$ cat config.mk
export PLATFORM = sky130hd
export DESIGN_NAME = jpeg_frame_size_scanner_top
export DESIGN_NICKNAME = d
export VERILOG_FILES = /design/src/design/jfs_pkg.sv /design/src/design/jpeg_frame_size_scanner_top.sv
export VERILOG_INCLUDE_DIRS = /design/src /design/src/design
export SDC_FILE = /design/constraint.sdc
export NUM_CORES = 1
export LEC_CHECK = 0
export ABC_AREA = 1
export BUFFER_PORTS_ARGS = -buffer_cell sky130_fd_sc_hd__buf_4
export CORE_MARGIN = 4
export CORE_UTILIZATION = 50
export DETAILED_ROUTE_END_ITERATION = 16
export HOLD_SLACK_MARGIN = 0.15
export PLACE_DENSITY = 0.71
export SETUP_SLACK_MARGIN = 0.5
export SYNTH_ARGS = -nofsm -noshare
export SYNTH_HDL_FRONTEND = slang
export SYNTH_SLANG_ARGS = --single-unit
export TNS_END_PERCENT = 5
$ cat constraint.sdc
create_clock -name clock -period 2.5 [get_ports clock]
set_input_delay 0.125 -clock clock [delete_from_list [all_inputs] [get_ports clock]]
set_output_delay 0.125 -clock clock [all_outputs]
set_load 0.02 [all_outputs]
$ cat src/design/jpeg_frame_size_scanner_top_macros.svh
// assertion macros for the frame size scanner
`ifndef JPEG_FRAME_SIZE_SCANNER_TOP_MACROS_SVH
`define JPEG_FRAME_SIZE_SCANNER_TOP_MACROS_SVH

`ifndef SYNTHESIS
`define JFS_ASSERT_SAME(label, clk, rst, ante, cons) \
   label: assert property (@(posedge clk) disable iff (rst) (ante) |-> (cons)) \
      else $error("assertion failed");
`define JFS_ASSERT_NEXT(label, clk, rst, ante, cons) \
   label: assert property (@(posedge clk) disable iff (rst) (ante) |=> (cons)) \
      else $error("assertion failed");
`else
`define JFS_ASSERT_SAME(label, clk, rst, ante, cons)
`define JFS_ASSERT_NEXT(label, clk, rst, ante, cons)
`endif

`endif

$ cat src/design/jfs_pkg.sv
package jfs_pkg;

   typedef enum logic [3:0] {
      PH_START0  = 4'd0,
      PH_START1  = 4'd1,
      PH_HUNT_FF = 4'd2,
      PH_HUNT_CD = 4'd3,
      PH_LEN_HI  = 4'd4,
      PH_LEN_LO  = 4'd5,
      PH_SKIP    = 4'd6,
      PH_SOF     = 4'd7
   } phase_type;

   typedef enum logic [2:0] {
      ST_FOUND    = 3'd0,
      ST_BADSTART = 3'd1,
      ST_SOS      = 3'd2,
      ST_EOI      = 3'd3,
      ST_EARLY    = 3'd4
   } status_type;

   localparam logic [7:0] BYTE_FF  = 8'hFF;
   localparam logic [7:0] CODE_SOI = 8'hD8;
   localparam logic [7:0] CODE_EOI = 8'hD9;
   localparam logic [7:0] CODE_SOS = 8'hDA;
   localparam logic [7:0] CODE_SOF = 8'hC0;
   localparam logic [7:0] CODE_DHT = 8'hC4;
   localparam logic [7:0] CODE_JPG = 8'hC8;
   localparam logic [7:0] CODE_DAC = 8'hCC;

   localparam logic [2:0] POS_HEIGHT_HI = 3'd3;
   localparam logic [2:0] POS_HEIGHT_LO = 3'd4;
   localparam logic [2:0] POS_WIDTH_HI  = 3'd5;

   function automatic logic is_sof(input logic [7:0] code);
      return (code[7:4] == CODE_SOF[7:4]) && (code != CODE_DHT) &&
             (code != CODE_JPG) && (code != CODE_DAC);
   endfunction

endpackage

$ cat src/design/jpeg_frame_size_scanner_top.sv
// output: a result is registered and shows on rsp_valid in the cycle after the byte that completes it is taken
// throughput: one byte per cycle; the single result register stalls the input
// only while it holds an unaccepted transaction and rsp_stall is high
// reset: synchronous, active high; returns the parser to expect the first start byte
// and empties the result register
`include "jpeg_frame_size_scanner_top_macros.svh"

module jpeg_frame_size_scanner_top (
   input  logic        clock,
   input  logic        reset,
   input  logic        req_valid,
   output logic        req_stall,
   input  logic [7:0]  req_data_byte,
   input  logic        req_last_byte,
   output logic        rsp_valid,
   input  logic        rsp_stall,
   output logic [2:0]  rsp_status,
   output logic [15:0] rsp_frame_width,
   output logic [15:0] rsp_frame_height
);
   import jfs_pkg::*;

   phase_type   parse_phase_ff, parse_phase_in;
   logic [15:0] bytes_left_ff, bytes_left_in;
   logic [2:0]  field_position_ff, field_position_in;
   logic [7:0]  high_byte_hold_ff, high_byte_hold_in;
   logic [15:0] height_hold_ff, height_hold_in;
   logic        result_given_ff, result_given_in;

   logic        rsp_valid_ff;
   status_type  rsp_status_ff;
   logic [15:0] rsp_width_ff;
   logic [15:0] rsp_height_ff;

   logic        accept;
   logic        res_valid;
   status_type  res_status;
   logic [15:0] res_width;
   logic [15:0] res_height;
   logic [15:0] seg_len;

   assign req_stall = rsp_valid_ff & rsp_stall;
   assign accept    = req_valid & ~req_stall;
   assign seg_len   = {high_byte_hold_ff, req_data_byte};

   always_comb begin
      parse_phase_in    = parse_phase_ff;
      bytes_left_in     = bytes_left_ff;
      field_position_in = field_position_ff;
      high_byte_hold_in = high_byte_hold_ff;
      height_hold_in    = height_hold_ff;
      result_given_in   = result_given_ff;
      res_valid         = 1'b0;
      res_status        = ST_FOUND;
      res_width         = 16'd0;
      res_height        = 16'd0;
      if (!result_given_ff) begin
         case (parse_phase_ff)
            PH_START0: begin
               high_byte_hold_in = req_data_byte;
               parse_phase_in    = PH_START1;
               if (req_last_byte) begin
                  res_valid  = 1'b1;
                  res_status = ST_BADSTART;
               end
            end
            PH_START1: begin
               if (high_byte_hold_ff != BYTE_FF || req_data_byte != CODE_SOI) begin
                  res_valid  = 1'b1;
                  res_status = ST_BADSTART;
               end else begin
                  parse_phase_in = PH_HUNT_FF;
               end
            end
            PH_HUNT_FF: begin
               if (req_data_byte == BYTE_FF) begin
                  parse_phase_in = PH_HUNT_CD;
               end
            end
            PH_HUNT_CD: begin
               if (req_data_byte == BYTE_FF) begin
                  parse_phase_in = PH_HUNT_CD;
               end else if (is_sof(req_data_byte)) begin
                  parse_phase_in    = PH_SOF;
                  field_position_in = 3'd0;
               end else if (req_data_byte == CODE_SOS) begin
                  res_valid  = 1'b1;
                  res_status = ST_SOS;
               end else if (req_data_byte == CODE_EOI) begin
                  res_valid  = 1'b1;
                  res_status = ST_EOI;
               end else begin
                  parse_phase_in = PH_LEN_HI;
               end
            end
            PH_LEN_HI: begin
               high_byte_hold_in = req_data_byte;
               parse_phase_in    = PH_LEN_LO;
            end
            PH_LEN_LO: begin
               if (seg_len <= 16'd2) begin
                  parse_phase_in = PH_HUNT_FF;
               end else begin
                  bytes_left_in  = seg_len - 16'd2;
                  parse_phase_in = PH_SKIP;
               end
            end
            PH_SKIP: begin
               bytes_left_in = bytes_left_ff - 16'd1;
               if (bytes_left_ff == 16'd1) begin
                  parse_phase_in = PH_HUNT_FF;
               end
            end
            PH_SOF: begin
               case (field_position_ff)
                  3'd0, 3'd1, 3'd2: begin
                     high_byte_hold_in = high_byte_hold_ff;
                  end
                  POS_HEIGHT_HI, POS_WIDTH_HI: begin
                     high_byte_hold_in = req_data_byte;
                  end
                  POS_HEIGHT_LO: begin
                     height_hold_in = {high_byte_hold_ff, req_data_byte};
                  end
                  default: begin
                     res_valid  = 1'b1;
                     res_status = ST_FOUND;
                     res_width  = {high_byte_hold_ff, req_data_byte};
                     res_height = height_hold_ff;
                  end
               endcase
               field_position_in = field_position_ff + 3'd1;
            end
            default: begin
               parse_phase_in = PH_HUNT_FF;
            end
         endcase
         if (res_valid) begin
            result_given_in = 1'b1;
         end else if (req_last_byte) begin
            res_valid  = 1'b1;
            res_status = ST_EARLY;
         end
      end
      if (req_last_byte) begin
         parse_phase_in    = PH_START0;
         bytes_left_in     = 16'd0;
         field_position_in = 3'd0;
         high_byte_hold_in = 8'd0;
         height_hold_in    = 16'd0;
         result_given_in   = 1'b0;
      end
   end

   always_ff @(posedge clock) begin
      if (reset) begin
         parse_phase_ff    <= PH_START0;
         bytes_left_ff     <= 16'd0;
         field_position_ff <= 3'd0;
         high_byte_hold_ff <= 8'd0;
         height_hold_ff    <= 16'd0;
         result_given_ff   <= 1'b0;
      end else if (accept) begin
         parse_phase_ff    <= parse_phase_in;
         bytes_left_ff     <= bytes_left_in;
         field_position_ff <= field_position_in;
         high_byte_hold_ff <= high_byte_hold_in;
         height_hold_ff    <= height_hold_in;
         result_given_ff   <= result_given_in;
      end
   end

   always_ff @(posedge clock) begin
      if (reset) begin
         rsp_valid_ff <= 1'b0;
      end else if (accept && res_valid) begin
         rsp_valid_ff <= 1'b1;
      end else if (!rsp_stall) begin
         rsp_valid_ff <= 1'b0;
      end
   end

   always_ff @(posedge clock) begin
      if (accept && res_valid) begin
         rsp_status_ff <= res_status;
         rsp_width_ff  <= res_width;
         rsp_height_ff <= res_height;
      end
   end

   assign rsp_valid        = rsp_valid_ff;
   assign rsp_status       = rsp_status_ff;
   assign rsp_frame_width  = rsp_width_ff;
   assign rsp_frame_height = rsp_height_ff;

   `JFS_ASSERT_SAME(a_size_zero_unless_found, clock, reset, rsp_valid_ff && rsp_status_ff != ST_FOUND, rsp_width_ff == 16'd0 && rsp_height_ff == 16'd0)
   `JFS_ASSERT_NEXT(a_last_restarts_file, clock, reset, accept && req_last_byte, parse_phase_ff == PH_START0 && !result_given_ff)
   `JFS_ASSERT_NEXT(a_result_registered, clock, reset, accept && res_valid, rsp_valid_ff)
   `JFS_ASSERT_SAME(a_skip_count_nonzero, clock, reset, parse_phase_ff == PH_SKIP, bytes_left_ff != 16'd0)

endmodule
==> out/results.ini <==
[setup_path]
worstSetupStartpoint=rsp_stall
worst-r2r-setup-slack_ns=0.60
timing.rr.end=rsp_frame_height[14]
reg2reg_depth=7
master_of_the_slowest_instance_on_the_critical_path=dlygate4sd3_1
critical_path_required_ns=2.72
critical_path.most_common_cell=nand2_1
worst_path_largest_cell_delay_ns=0.54
cell_chain_of_the_critical_path=dlygate4sd3_1 > buf_4 > nand2_1 > nand2_1 > nor2_1 > inv_1 > nand2_2 > o211ai_2 > o21ai_0 > a21oi_1
critical_path.endpoint_type=flop
cp-endpoint=high_byte_hold_ff[4]
timing.critical_path.arrival_ns=2.21
critical_path_start_type=input port
r2r_path_start=field_position_ff[0]
criticalPathCategory=in -> reg
critical_path_peak_fanout=16

[sta]
clock-skew-final_ns=0.0125
timing.final.setup_violations=0
unrepaired_setup_endpoints_after_global_routing=yes
post-route-min-period_ns=1.99
timing.setup.tns_ns=0
max_freq_mhz=503
timing_hold_violations_final=0
finalHoldWorstSlack_ns=0.193
worst_pin_slew_ns=0.732
max-slew-margin-rel_pct=51.1
slew_violations=0
final.period_utilization_pct=79.5

[detailed_routing]
num_vias=4118
postRouteWirelength_um=10900
detail-route-antenna-nets=0
drt_iter0_markers=284
drt_pre_antenna_iters=5
post_drt_wl_per_cell_um=13.5
vias_per_cell=5.10
detail_route.drc_violations=0

[yosys]
synth_compound_area_share_pct=9.94
synth_top_family_by_area=simple AND/OR/NAND/NOR gates
synthSimpleGateAreaFrac_pct=32.4
yosys_register_bits=83
synth-adder-area-share_pct=1.68
synthesis.area_per_instance_um2=6.99
xor_and_xnor_area_share_after_synthesis_pct=0.980
post_synthesis_instance_area_um2=4470
synth_fp_nets=659
seq_area_frac_synth_pct=45.0
ys_types=29
mux_cell_area_share_after_synthesis_pct=0.224
synth_enable_flop_cells=35
synth.yosys.warnings=0
syn_inst=640
asyncSetResetFlopFracSynth_pct=0
dominant_synthesized_flop_cell=dfxtp_1

[cts]
max-clock-path-buffers=2
tritoncts=done
cts.clk_slew.worst_paths_ns=0.09
clock_sink_count=83
cts_setup_buffers=0
clock_tree.htree_level_count=3
insertion_delay_to_the_later_sink_of_the_worst_skew_pair_ns=0.36
clock_buffers_created_by_tritoncts=9
clock-root-buffer=clkbuf_8

[floorplanning]
num_rows=34
design.die.area_um2=10500
ios=50
chipHeight_um=103
initial_utilization_pct=51.3
fp.dieW_um=103
coreArea_um2=8720

[placement]
place_hpwl_um=7810
port_buffers=49
place.gp.congestion=0.924

[global_route]
first_global_vias=3703
grt_remaining_overflow=0
number_of_antenna_violations_at_the_first_check_in_global_routing=0
grt_max_degree=43
grt_util_all_layers_pct=21.0
grt_pass1_wl_um=17500

[final_layout]
area_growth_pct=16.5
area_taken_by_multi_input_logic_gates_um2=2030
antenna_diode_count=0
ff_latch_area_um2=2010
fraction_of_layout_cells_with_a_size_suffix_above_1_pct=12.2
num-fill-cells=839
nets=713

[worst_hold_path]
min_path_type=in -> reg
whs_path_depth=3

[pwr]
totalPowerFinal_mw=3.33
p_per_area_nw_per_um2=640
vdd.ir_drop.worst_mv=0.334
power.static_leakage_nw=2.19

[outcome]
outcome=complete, no violations

[flow_run]
drv.max_cap_violation_count=0

## report_power, final
part,total (mW),internal [mW],switching [mW]
Clock,0.894,0.372,0.522
Combinational,0.825,0.287,0.538
Sequential,1.61,1.53,0.0808
## placed cells by master, fill, tap and decap left out, types with 10 or more instances in the layout
master / instances
edfxtp_1: 35
nor3_1: 10
dlygate4sd3_1: 11
nor2_1: 140
buf_4: 50
o21ai_0: 19
dfxtp_1: 46
nand3_1: 42
inv_1: 78
a21oi_1: 48
nand2_1: 155
## timing repair
| action | CTS | global route |
|---|---|---|
| hold endpoints to repair | 18 | 0 |
| endpoints found under the setup margin | 0 | 69 |
| gates resized for setup | 0 | 10 |
| hold buffers | 12 | 0 |
## stage by stage
stage,instance area [µm²],setup slack (ns),instances,util (%)
CTS,5190,0.527,808,59.6
global route,5210,0.385,807,59.7
detailed placement,4900,0.612,780,56.2
floorplan,4470,0.576,640,-
global placement,4900,0.674,780,56.2
finish,5210,0.511,807,59.7
## cell families (layout without fill, tap and decap cells)
family | count (synthesis) | in the layout
compound gates | 81 | 81
xor+xnor | 5 | 5
fa+ha+maj | 6 | 6
buf+inv | 105 | 164
flops | 83 | 83
mux | 1 | 1
simple gates | 359 | 359
## cell type report
type                            count  share of cell area [%]
Timing Repair Buffer               64                    10.1
Multi-Input combinational cell    452                    39.1
Clock buffer                       10                    2.45
Inverter                           84                    6.13
Sequential cell                    83                    38.7
Tap cell                          108                    2.60
Clock inverter                      6                   0.937
## synth_stat cells, types with 2 or more instances
library cell,n,area (µm²)
dfxtp_1,48,961
nand4_1,3,18.8
buf_1,2,7.51
nand2_1,156,586
inv_2,3,11.3
nand3_2,3,30.0
nand3_1,42,210
clkbuf_1,6,22.5
xnor2_1,2,17.5
inv_1,81,304
edfxtp_1,35,1050
a211oi_1,8,60.1
ha_1,6,75.1
nor3_1,10,50.1
xor2_1,3,26.3
a21oi_1,48,240
buf_6,4,45.0
buf_2,8,40.0
o21a_1,3,22.5
nor2_1,142,533
o21ai_0,19,95.1
## worst min-delay path by stage
| stage | slack [ns] | end | startpoint |
|---|---|---|---|
| 6_report | 0.19 | high_byte_hold_ff[1] | req_data_byte[1] |
| 5_1_grt | 0.19 | high_byte_hold_ff[1] | req_data_byte[1] |
| 4_1_cts | 0.19 | high_byte_hold_ff[1] | req_data_byte[1] |
| 3_5_place_dp | 0.42 | result_given_ff | req_valid |
| 3_3_place_gp | 0.42 | result_given_ff | req_valid |
| 2_1_floorplan | 0.27 | height_hold_ff[7] | req_data_byte[7] |
## per-layer routing
| layer | vias to the layer above | GRT usage (%) | share of wire (%) |
|---|---|---|---|
| met5 | - | 0 | 0 |
| met4 | 0 | 5.85 | 1.5 |
| met3 | 18 | 3.72 | 6.7 |
| met2 | 126 | 34.1 | 46 |
| met1 | 1841 | 28.8 | 46 |
| li1 | 2133 | - | - |
## registers in the layout, indices dropped and copies added, names as in the netlist
name               cells
bytes_left_ff         16
field_position_ff      3
height_hold_ff        16
high_byte_hold_ff      8
parse_phase_ff         3
result_given_ff        1
rsp_frame_height      16
rsp_frame_width       16
rsp_status             3
rsp_valid              1
## critical path: cells and delay by family
family / cells / cell delay (ns)
buffers and inverters: 3 / 0.76
AOI/OAI and AO/OA: 3 / 0.82
and+or+nand+nor: 4 / 0.48
(Power assumes the default switching activity.)
